$ cat config.mk
export PLATFORM = sky130hd
export DESIGN_NAME = best_fit_tagged_bin_allocator
export DESIGN_NICKNAME = d
export VERILOG_FILES = /design/src/rtl/bfta_pkg.sv /design/src/rtl/bfta_cell.sv /design/src/rtl/best_fit_tagged_bin_allocator.sv
export SDC_FILE = /design/constraint.sdc
export NUM_CORES = 2
export LEC_CHECK = 0
export ABC_AREA = 0
export BUFFER_PORTS_ARGS = -buffer_cell sky130_fd_sc_hd__buf_2
export CAP_MARGIN = 20
export CORE_MARGIN = 5
export CORE_UTILIZATION = 49
export DETAILED_ROUTE_END_ITERATION = 8
export SYNTH_ARGS = -nofsm -noshare
export SYNTH_HDL_FRONTEND = slang
export SYNTH_SLANG_ARGS = --single-unit
$ cat constraint.sdc
create_clock -name clk_i -period 4.45 [get_ports clk_i]
set_input_delay 1.1125 -clock clk_i [delete_from_list [all_inputs] [get_ports clk_i]]
set_output_delay 1.1125 -clock clk_i [all_outputs]
set_load 0.1 [all_outputs]
$ cat src/rtl/bfta_pkg.sv
// Shared types, sizes and codes of the best-fit tagged bin allocator.
package bfta_pkg;

  localparam int BINS       = 64;
  localparam int CAP_BITS   = 4;
  localparam int SLOT_W     = $clog2(BINS);
  localparam int CNT_W      = $clog2(BINS + 1);
  localparam int ID_W       = 16;
  localparam int CLS_W      = 4;
  localparam int OUT_SLOT_W = 6;
  localparam int S_TDATA_W  = 24;
  localparam int M_TDATA_W  = 32;

  typedef enum logic [1:0] {
    FN_APPEND = 2'd0,
    FN_ALLOC  = 2'd1,
    FN_CLEAR  = 2'd2
  } func_e;

  typedef enum logic [1:0] {
    STS_OK     = 2'd0,
    STS_NO_FIT = 2'd1,
    STS_FULL   = 2'd2
  } status_e;

  typedef enum logic [1:0] {
    CMD_NONE  = 2'd0,
    CMD_WRITE = 2'd1,
    CMD_INC   = 2'd2
  } cmd_op_e;

  typedef enum logic [1:0] {
    ST_IDLE = 2'd0,
    ST_SCAN = 2'd1,
    ST_FIN  = 2'd2
  } state_e;

  // Update broadcast to every cell; only the cell whose slot matches acts.
  typedef struct packed {
    cmd_op_e               op;
    logic [SLOT_W-1:0]     slot;
    logic [ID_W-1:0]       id;
    logic [CAP_BITS-1:0]   cap;
    logic [CLS_W-1:0]      cls;
  } cmd_t;

  // Search token handed from cell to cell, carrying the best bin so far.
  typedef struct packed {
    logic                  valid;
    logic                  found;
    logic [CAP_BITS-1:0]   fill;
    logic [SLOT_W-1:0]     slot;
    logic [ID_W-1:0]       id;
  } tok_t;

endpackage

$ cat src/rtl/bfta_cell.sv
// One table cell: holds one bin and refines the passing search token.
module bfta_cell (
  input  logic                         clk_i,
  input  logic                         rst_ni,
  input  logic [bfta_pkg::SLOT_W-1:0]  slot_i,
  input  logic [bfta_pkg::CNT_W-1:0]   count_i,
  input  logic [bfta_pkg::CLS_W-1:0]   req_class_i,
  input  bfta_pkg::cmd_t               cmd_i,
  input  bfta_pkg::tok_t               tok_i,
  output bfta_pkg::tok_t               tok_o
);
  import bfta_pkg::*;

  logic [ID_W-1:0]     id_q;
  logic [CAP_BITS-1:0] cap_q;
  logic [CLS_W-1:0]    cls_q;
  logic [CAP_BITS-1:0] fill_q;
  logic                hit;
  logic                in_use;
  logic                candidate;
  tok_t                tok_d;
  tok_t                tok_q;

  assign hit    = (cmd_i.slot == slot_i);
  assign in_use = (CNT_W'(slot_i) < count_i);

  // A bin qualifies when it is in use, has room and its class matches.
  assign candidate = in_use && (fill_q < cap_q) &&
                     ((cls_q == '0) || (req_class_i == '0) || (cls_q == req_class_i));

  always_comb begin
    tok_d = tok_i;
    // Strictly greater keeps the earliest bin on a tie.
    if (tok_i.valid && candidate && (!tok_i.found || (fill_q > tok_i.fill))) begin
      tok_d.found = 1'b1;
      tok_d.fill  = fill_q;
      tok_d.slot  = slot_i;
      tok_d.id    = id_q;
    end
  end

  always_ff @(posedge clk_i) begin
    if (hit && (cmd_i.op == CMD_WRITE)) begin
      id_q   <= cmd_i.id;
      cap_q  <= cmd_i.cap;
      cls_q  <= cmd_i.cls;
      fill_q <= '0;
    end else if (hit && (cmd_i.op == CMD_INC)) begin
      fill_q <= fill_q + CAP_BITS'(1);
    end
  end

  always_ff @(posedge clk_i or negedge rst_ni) begin
    if (!rst_ni) begin
      tok_q <= '0;
    end else begin
      tok_q <= tok_d;
    end
  end

  assign tok_o = tok_q;

endmodule

$ cat src/rtl/best_fit_tagged_bin_allocator.sv
// Top level of the best-fit tagged bin allocator: control, chain of cells, output word.
//
// The block keeps a table of up to 64 bins, each with an identifier, a capacity,
// a class tag and a fill count. Commands arrive as words on the s_axis channel
// (operation in tuser, bin fields in tdata) and every command yields exactly one
// result word on the m_axis channel. Append places a new bin at the next free
// slot, allocate picks the matching bin with room and the highest fill (earliest
// slot on a tie) and bumps its fill, and clear empties the table.
// The table lives in a row of 64 cells. An allocate sends a search token down
// the row, one cell per clock; once the token has crossed all 64 cells the
// winning token is latched, and the final state then writes the chosen fill back
// and loads the result once the output register is free. Append, clear and the
// unused operation code go straight to the final state and load their result
// there. One command is handled at a time; the block is ready for the next word
// as soon as the result sits in the output register, and takes none before then.
// Reset empties the table (the bin count goes to zero) and drops any pending
// result; stored bin contents are not cleared, since only slots below the count
// are ever looked at. If the receiver stalls, the result word is held steady
// and a finished command waits in its last state until the register frees up.
module best_fit_tagged_bin_allocator (
  input  logic                               clk_i,
  input  logic                               rst_ni,
  input  logic                               s_axis_tvalid,
  output logic                               s_axis_tready,
  // tdata fields from bit 0: bin_id[15:0], bin_capacity[19:16], class_code[23:20]
  input  logic [bfta_pkg::S_TDATA_W-1:0]     s_axis_tdata,
  // tuser fields from bit 0: func[1:0]
  input  logic [1:0]                         s_axis_tuser,
  output logic                               m_axis_tvalid,
  input  logic                               m_axis_tready,
  // tdata fields from bit 0: status[1:0], chosen_id[17:2], chosen_slot[23:18],
  // fill_after[27:24], zero padding[31:28]
  output logic [bfta_pkg::M_TDATA_W-1:0]     m_axis_tdata
);
  import bfta_pkg::*;

  state_e              state_q, state_d;
  logic                s_fire;
  logic                out_free;
  logic                fin_fire;

  // Request captured at acceptance.
  func_e               req_func_q;
  logic [ID_W-1:0]     req_id_q;
  logic [CAP_BITS-1:0] req_cap_q;
  logic [CLS_W-1:0]    req_cls_q;

  logic [CNT_W-1:0]    count_q, count_d;
  logic                launch_q;
  tok_t                chain [BINS+1];
  tok_t                best_q;
  cmd_t                cmd;

  // Result fields of the command in its final state.
  status_e             res_status;
  logic [ID_W-1:0]     res_id;
  logic [OUT_SLOT_W-1:0] res_slot;
  logic [CAP_BITS-1:0] res_fill;

  logic                m_valid_q;
  logic [M_TDATA_W-1:0] m_data_q;

  assign s_fire   = s_axis_tvalid && s_axis_tready;
  assign out_free = !m_valid_q || m_axis_tready;

  // Next-state logic.
  always_comb begin
    state_d = state_q;
    unique case (state_q)
      ST_IDLE: begin
        if (s_fire) begin
          state_d = (func_e'(s_axis_tuser) == FN_ALLOC) ? ST_SCAN : ST_FIN;
        end
      end
      ST_SCAN: begin
        if (chain[BINS].valid) begin
          state_d = ST_FIN;
        end
      end
      ST_FIN: begin
        if (out_free) begin
          state_d = ST_IDLE;
        end
      end
      default: state_d = ST_IDLE;
    endcase
  end

  // Output and command logic.
  always_comb begin
    s_axis_tready = (state_q == ST_IDLE);
    fin_fire      = (state_q == ST_FIN) && out_free;
    cmd           = '0;
    cmd.op        = CMD_NONE;
    count_d       = count_q;
    res_status    = STS_OK;
    res_id        = '0;
    res_slot      = '0;
    res_fill      = '0;
    unique case (req_func_q)
      FN_APPEND: begin
        if (count_q == CNT_W'(BINS)) begin
          res_status = STS_FULL;
        end else begin
          res_slot = OUT_SLOT_W'(count_q[SLOT_W-1:0]);
          if (fin_fire) begin
            cmd.op   = CMD_WRITE;
            cmd.slot = count_q[SLOT_W-1:0];
            cmd.id   = req_id_q;
            cmd.cap  = req_cap_q;
            cmd.cls  = req_cls_q;
            count_d  = count_q + CNT_W'(1);
          end
        end
      end
      FN_ALLOC: begin
        if (best_q.found) begin
          res_id   = best_q.id;
          res_slot = OUT_SLOT_W'(best_q.slot);
          res_fill = best_q.fill + CAP_BITS'(1);
          if (fin_fire) begin
            cmd.op   = CMD_INC;
            cmd.slot = best_q.slot;
          end
        end else begin
          res_status = STS_NO_FIT;
        end
      end
      FN_CLEAR: begin
        if (fin_fire) begin
          count_d = '0;
        end
      end
      default: ;
    endcase
  end

  always_ff @(posedge clk_i or negedge rst_ni) begin
    if (!rst_ni) begin
      state_q   <= ST_IDLE;
      count_q   <= '0;
      launch_q  <= 1'b0;
      m_valid_q <= 1'b0;
    end else begin
      state_q  <= state_d;
      count_q  <= count_d;
      launch_q <= s_fire && (func_e'(s_axis_tuser) == FN_ALLOC);
      if (fin_fire) begin
        m_valid_q <= 1'b1;
      end else if (m_axis_tready) begin
        m_valid_q <= 1'b0;
      end
    end
  end

  always_ff @(posedge clk_i) begin
    if (s_fire) begin
      req_func_q <= func_e'(s_axis_tuser);
      req_id_q   <= s_axis_tdata[ID_W-1:0];
      req_cap_q  <= CAP_BITS'(s_axis_tdata[19:16]);
      req_cls_q  <= s_axis_tdata[23:20];
    end
    if ((state_q == ST_SCAN) && chain[BINS].valid) begin
      best_q <= chain[BINS];
    end
    if (fin_fire) begin
      m_data_q <= {4'b0000, 4'(res_fill), res_slot, res_id, res_status};
    end
  end

  // The token enters the first cell in the cycle after an allocate is accepted.
  always_comb begin
    chain[0]       = '0;
    chain[0].valid = launch_q;
  end

  for (genvar i = 0; i < BINS; i++) begin : g_cell
    bfta_cell u_cell (
      .clk_i       (clk_i),
      .rst_ni      (rst_ni),
      .slot_i      (SLOT_W'(i)),
      .count_i     (count_q),
      .req_class_i (req_cls_q),
      .cmd_i       (cmd),
      .tok_i       (chain[i]),
      .tok_o       (chain[i+1])
    );
  end

  assign m_axis_tvalid = m_valid_q;
  assign m_axis_tdata  = m_data_q;

endmodule

# ---- Yosys cells after proc, flatten, opt, wreduce, memory -nomap -nowiden
# Cells that the tools add are included.
dict set report op_classes {
  n_mux 87
  eq_ne 141
  n_reduce_logical 716
  n_lt_le_gt_ge 191
  n_addsub 66
}
# cell n
set ops {}
lappend ops {{2-to-1 mux 27 bit} 64}
lappend ops {{logical AND 1 bit} 387}
lappend ops {{adder 4 x 1 -> 4 bit, second input constant} 65}
lappend ops {{zero test 4 bit} 65}
lappend ops {{equality test 4 bit} 64}
lappend ops {{< comparator 4 bit} 64}
lappend ops {{greater-than comparator 4 bit} 63}
lappend ops {{< comparator 6 x 7 -> 1 bit, first input constant} 32}
lappend ops {{equality test 6 bit, second input constant} 32}
lappend ops {{logical OR 1 bit} 192}
lappend ops {{< comparator 5 x 7 -> 1 bit, first input constant} 16}
lappend ops {{equality test 6 x 5 -> 1 bit, second input constant} 16}
lappend ops {{zero test 1 bit} 64}
lappend ops {{2-to-1 mux 31 bit} 2}
lappend ops {{< comparator 4 x 7 -> 1 bit, first input constant} 8}
lappend ops {{equality test 6 x 4 -> 1 bit, second input constant} 8}
lappend ops {{< comparator 3 x 7 -> 1 bit, first input constant} 4}
lappend ops {{equality test 6 x 3 -> 1 bit, second input constant} 4}
lappend ops {{2-to-1 mux 24 bit} 1}
lappend ops {{2-to-1 mux 7 bit} 3}
lappend ops {{2-to-1 mux 8 bit} 2}
lappend ops {{one-hot mux 8 bit (2 select lines)} 1}
lappend ops {{< comparator 1 x 7 -> 1 bit, first input constant} 2}
lappend ops {{< comparator 2 x 7 -> 1 bit, first input constant} 2}
lappend ops {{21 further kinds} 40}
dict set report word_totals {
  in_bits 30
  regBits 3676
  output_inout_bits 34
}

# ---- Longest topological paths before layout
dict set report depth {
  depth_word 8
  ltp_mapped 12
  ltp_nobuf 9
}

# ---- Modules after synthesis
# Synthesis repeated with hierarchy kept, for this count alone.
dict set report hier_totals {
  hier_cells 10667
  area_unflattened_um2 162915.0
}
# mod n_inst area_per_inst_um2 cells_each
set by_module_without_submodules {}
lappend by_module_without_submodules {{bfta_cell at g_cell[0].u_cell ...} 58 2487.4 163}
lappend by_module_without_submodules {{bfta_cell at g_cell[62].u_cell ...} 5 2499.9 162}
lappend by_module_without_submodules {best_fit_tagged_bin_allocator 1 3644.7 240}
lappend by_module_without_submodules {{bfta_cell at g_cell[9].u_cell} 1 2502.4 163}

# ---- Least setup slack after synthesis
# Ideal clock, no wire load.
dict set report synth_timing {
  kind {input-to-reg}
  startpoint {in m_axis_tready}
  endpoint {reg g_cell[32].u_cell.cap_q[0], enable pin}
  required_ps 4045
  setup_ps 405
  path_buffers 2
  cell_stages 8
  slack_ps 287
  arrival_time_ps 3758
  cell_sequence {nand2b_1 nand2_1 inv_1 clkbuf_1 buf_1 a21oi_1 nand2_1 nor2_1}
}
dict set report synth_between {
  elab_chain_len 7
}
# element line
set synth_rtl {}
lappend synth_rtl {{start: declaration} best_fit_tagged_bin_allocator.sv:30} ;# input logic m_axis_tready,
lappend synth_rtl {{logical OR 1 bit *} best_fit_tagged_bin_allocator.sv:64} ;# assign out_free = !m_valid_q || m_axis_tready;
lappend synth_rtl {{logical AND 1 bit *} best_fit_tagged_bin_allocator.sv:92} ;# fin_fire = (state_q == ST_FIN) && out_free;
lappend synth_rtl {{named net fin_fire} best_fit_tagged_bin_allocator.sv:40} ;# logic fin_fire;
lappend synth_rtl {{2-to-1 mux 8 bit / 2-to-1 mux 31 bit (equally long branches)} {best_fit_tagged_bin_allocator.sv:121, best_fit_tagged_bin_allocator.sv:106}}
lappend synth_rtl {{2-to-1 mux 8 bit / 2-to-1 mux 31 bit (equally long branches)} {best_fit_tagged_bin_allocator.sv:117, best_fit_tagged_bin_allocator.sv:102}}
lappend synth_rtl {{one-hot mux 8 bit (2 select lines) *} best_fit_tagged_bin_allocator.sv:100} ;# unique case (req_func_q)
lappend synth_rtl {{equality test 6 bit / equality test 2 x 1 -> 1 bit (equally long branches)} {bfta_cell.sv:24, bfta_cell.sv:43}}
lappend synth_rtl {{logical AND 1 bit *} bfta_cell.sv:43} ;# if (hit && (cmd_i.op == CMD_WRITE)) begin
lappend synth_rtl {{end signal: assignment} bfta_cell.sv:45} ;# cap_q <= cmd_i.cap;
lappend synth_rtl {{end: declaration} bfta_cell.sv:15} ;# logic [CAP_BITS-1:0] cap_q;
# Mark *: on every way through the listed nets, which the timed path passes. The rest lies on a longest branch.
# A chain may end at the register's enable or synchronous reset.

# ---- Worst setup path in the final report
dict set report layout_timing {
  startpoint {reg count_q[1]}
  endpoint {reg g_cell[38].u_cell.id_q[14], enable pin}
}
dict set report layout_between {
  elab_chain_len 5
}
# element line
set layout_rtl {}
lappend layout_rtl {{start: declaration} best_fit_tagged_bin_allocator.sv:48} ;# logic [CNT_W-1:0] count_q, count_d;
lappend layout_rtl {{start signal: assignment} best_fit_tagged_bin_allocator.sv:146} ;# count_q <= count_d;
lappend layout_rtl {{equality test 7 bit / 2-to-1 mux 31 bit (equally long branches)} {best_fit_tagged_bin_allocator.sv:102, best_fit_tagged_bin_allocator.sv:106}}
lappend layout_rtl {{2-to-1 mux 31 bit *} best_fit_tagged_bin_allocator.sv:102} ;# if (count_q == CNT_W'(BINS)) begin
lappend layout_rtl {{one-hot mux 8 bit (2 select lines) *} best_fit_tagged_bin_allocator.sv:100}
lappend layout_rtl {{equality test 6 bit / equality test 2 x 1 -> 1 bit (equally long branches)} {bfta_cell.sv:24, bfta_cell.sv:43}}
lappend layout_rtl {{logical AND 1 bit *} bfta_cell.sv:43}
lappend layout_rtl {{end signal: assignment} bfta_cell.sv:44} ;# id_q <= cmd_i.id;
lappend layout_rtl {{end: declaration} bfta_cell.sv:14} ;# logic [ID_W-1:0] id_q;
# Mark *: on every way between the ends. The rest lies on a longest branch, timed or not.

==> flow_summary_export.csv <==
group,metric,value,unit
run_status,outcome,"complete, no violations",
yosys,yosys.area_share.simple,0.06239,
die,coreArea,282300,sq um
route,wirelength,355.3,mm
pwr,p_comb_frac,0.074,
placed_design,globalplace.congestion,0.8811,
route,routed-via-count,74930,
job,max-cap-violations,0,
yosys,ys.flop_type,"dfrtp_1",
route,route.detailed.drc,0,
worst_setup_path,worstSetupPathType,"register to register",
clock_network,post_cts_buffers,0,
pwr,power.density,458.0,nW/um^2
sta,slew_headroom,0.1819,
yosys,yosys_warnings,0,
worst_setup_path,cp_data_arrival_time,4.46,ns
sta,tns,0,ns
pwr,swShare,0.2416,
die,die_x,542.5,um
yosys,postSynthCellCount,9062,
grt,grt_pass1_wl,525.1,mm
sta,finalSetupViolCount,0,
route,wire_per_inst,26.17,um
route,drt_first_pass_iters,6,
route,drt_iter0_drc,6044,
yosys,synth_fa_ha_area_frac,0.04603,
sta,fin_crit,3.845,ns
placed_design,preCtsSetupSlack,0.3143,ns
clock_network,insertion_delay,0.93,ns
die,start_util,0.4921,
placed_design,dp_hpwl,227.4,mm
clock_network,cts_hold_buf,0,
die,rows,195,
layout,final_common_cell,"dfrtp_1",
clock_network,htreeDepth,5,
placed_design,portBuffers,59,
clock_network,numClockSinks,3613,
grt,antenna_found_initial,21,
worst_setup_path,cp.required,5.07,ns
grt,overflow,0,
sta,fin_hold_ws,0.05978,ns
yosys,synth_async_sr_flop_share,0.4816,
route,ant_nets,0,
layout,final_cell_mix,"1740 x dfrtp_1, 1617 x edfxtp_1, 1236 x mux2_2",
layout,area_growth,13.98,%
clock_network,cts_buffers,367,
grt,grt_pass1_vias,79360,
yosys,synth_top_family_by_area,"multiplexers",
grt,grt_max_degree,153,
yosys,synth.yosys.seq_area_share,0.6999,
pwr,seqPwrFrac,0.498,
sta,postLayoutSetupSlackWorst,0.6047,ns
clock_network,root_buffer,"clkbuf_16",
pwr,p_switching,17.53,mW
yosys,synth.avg_cell_area,15.33,sq um
layout,nNetsFinal,10050,
pwr,power,72.53,mW
worst_setup_path,crit_path_start_kind,"register",
route,routed_via_density,5.519,
die,die_area,294300,sq um
sta,finalHoldViolCount,0,
pwr,p_leak,69.60,nW
sta,fmax,260.1,MHz
yosys,ys_types,85,
sta,rsz0062_at_grt,"false",
worst_setup_path,worstSetupEndpointType,"register",
hold_path,hp-class,"input port to async pin",
die,ios,64,
yosys,synth_edf_count,1617,
pwr,pwr-share-clk,0.428,
layout,num-fill-cells,21970,
sta,slew_violations,0,
yosys,synthMuxAreaShare,0.1031,
clock_network,cts_tree,"done",
pwr,vdd_drop_max,0.3858,mV
clock_network,clk_path_buf_depth,4,
grt,grt_usage,0.2415,
sta,worstMarginPinSlew,1.214,ns
yosys,synth-compound-area-share,0.04770,
pwr,power.internal,55.00,mW
clock_network,clk_pin_slew,0.07,ns
sta,fin_skew,0.04384,ns
layout,drive_above_1_share,0.2503,
yosys,syn_area,138900,sq um
clock_network,cts_resized,0,
sta,fin_crit_sh,0.8641,
die,fp.dieH,542.5,um
yosys,synth-xor-area-share,0.01658,
worst_setup_path,worst-path-max-fanout,31,
yosys,synth-seq-cells,3613,
-- registers in the layout, indices dropped and copies added, names as in the netlist --
name                  flops
g_cell.u_cell.fill_q    256
count_q                   7
g_cell.u_cell.tok_o    1729
g_cell.u_cell.cap_q     256
launch_q                  1
state_q                   2
m_axis_tvalid             1
g_cell.u_cell.id_q     1024
best_q                   27
req_func_q                2
req_cls_q                 4
req_id_q                 16
req_cap_q                 4
g_cell.u_cell.cls_q     256
m_axis_tdata             28
-- per-layer routing --
metal	up-vias	global-route usage	part of all wire
met2	1914	0.4172	0.50
met3	713	0.02932	0.043
met5	-	0	0.000099
met1	38790	0.3057	0.40
met4	6	0.1110	0.052
li1	33500	-	-
-- per-stage QoR --
step / util / std cells / cell area (sq um)
3_5_place_dp: 0.5172 / 12880 / 146000
4_1_cts: 0.5607 / 13570 / 158300
5_1_grt: 0.5609 / 13580 / 158300
6_report: 0.5609 / 13580 / 158300
3_3_place_gp: 0.5170 / 12880 / 145900
2_1_floorplan: - / 9065 / 138900
-- layout make-up --
| cell class | instances | area (sq um) | area share |
|---|---|---|---|
| Clock inverter | 186 | 1899 | 0.01199 |
| Multi-Input combinational cell | 4646 | 38700 | 0.2444 |
| Sequential cell | 3613 | 97220 | 0.6140 |
| Tap cell | 3743 | 4683 | 0.02958 |
| Inverter | 517 | 1941 | 0.01226 |
| Timing Repair Buffer | 366 | 3520 | 0.02223 |
| Antenna cell | 2 | 5.005 | 0.00003161 |
| Clock buffer | 504 | 10380 | 0.06552 |
-- worst max-delay path, cell delays in order, from the launching register on --
cell and delay, ns:
dfrtp_1 0.35, buf_4 0.16, inv_1 0.08, ha_1 0.19, nand4bb_1 0.23, or2_0 0.48, and3_4 0.85, nand3_1 0.42
nor2_2 0.55, buf_12 0.22
-- cells in the mapped netlist (37+ instances only) --
cell type | count | share of area
and2_1 | 149 | 0.0067
clkbuf_1 | 84 | 0.0023
nor4_1 | 125 | 0.0056
o21ai_0 | 354 | 0.013
nand4_1 | 115 | 0.0052
or2_2 | 125 | 0.0056
ha_1 | 511 | 0.046
edfxtp_1 | 1617 | 0.35
o41ai_1 | 52 | 0.0033
nor2b_1 | 103 | 0.0046
o31ai_1 | 70 | 0.0038
a21o_1 | 135 | 0.0073
nor2_1 | 112 | 0.0030
o21a_1 | 89 | 0.0048
nand2_1 | 338 | 0.0091
dfrtp_1 | 1740 | 0.31
dfxtp_1 | 256 | 0.037
nand2b_1 | 237 | 0.011
nand3_1 | 119 | 0.0043
mux2_2 | 1236 | 0.10
inv_1 | 516 | 0.014
buf_2 | 141 | 0.0051
buf_4 | 37 | 0.0020
xor2_1 | 232 | 0.015
nor3_1 | 98 | 0.0035
a21oi_1 | 152 | 0.0055
-- logic make-up (layout without fill, tap and decap cells) --
kind of cell	count (synthesis)	after routing
compound gates	999	999
xor+xnor	263	263
fa+ha+maj	511	511
buf+inv	806	1573
flops	3613	3613
mux	1275	1275
other cells	1	6
simple gates	1594	1594
-- power groups by stage --
stage | clock, mW | sequential (mW) | combinational (mW)
3_3_place_gp | 0 | 36.8 | 5.25
6_report | 31.0 | 36.1 | 5.39
5_1_grt | 33.0 | 36.2 | 5.74
2_1_floorplan | 0 | 36.9 | 2.39
4_1_cts | 31.6 | 36.1 | 5.41
3_5_place_dp | 0 | 36.8 | 5.39
-- path summary, 6_finish.rpt --
path / from / end / slack, ns / cells past startpoint
max reg2reg: count_q[1]$_DFFE_PN0P_ / g_cell[38].u_cell.id_q[14]$_DFFE_PP_ / 0.60 / 9
min in group clk_i: g_cell[48].u_cell.tok_o[27]$_DFF_PN0_ / g_cell[49].u_cell.tok_o[27]$_DFF_PN0_ / 0.37 / 0
min: rst_ni / g_cell[49].u_cell.tok_o[0]$_DFF_PN0_ / 0.06 / 1
max in group asynchronous: rst_ni / g_cell[0].u_cell.tok_o[25]$_DFF_PN0_ / 2.88 / 2
max: count_q[1]$_DFFE_PN0P_ / g_cell[38].u_cell.id_q[14]$_DFFE_PP_ / 0.60 / 9
min reg2reg: g_cell[48].u_cell.tok_o[27]$_DFF_PN0_ / g_cell[49].u_cell.tok_o[27]$_DFF_PN0_ / 0.37 / 0
Note: power is estimated with default switching activity, not from simulation.
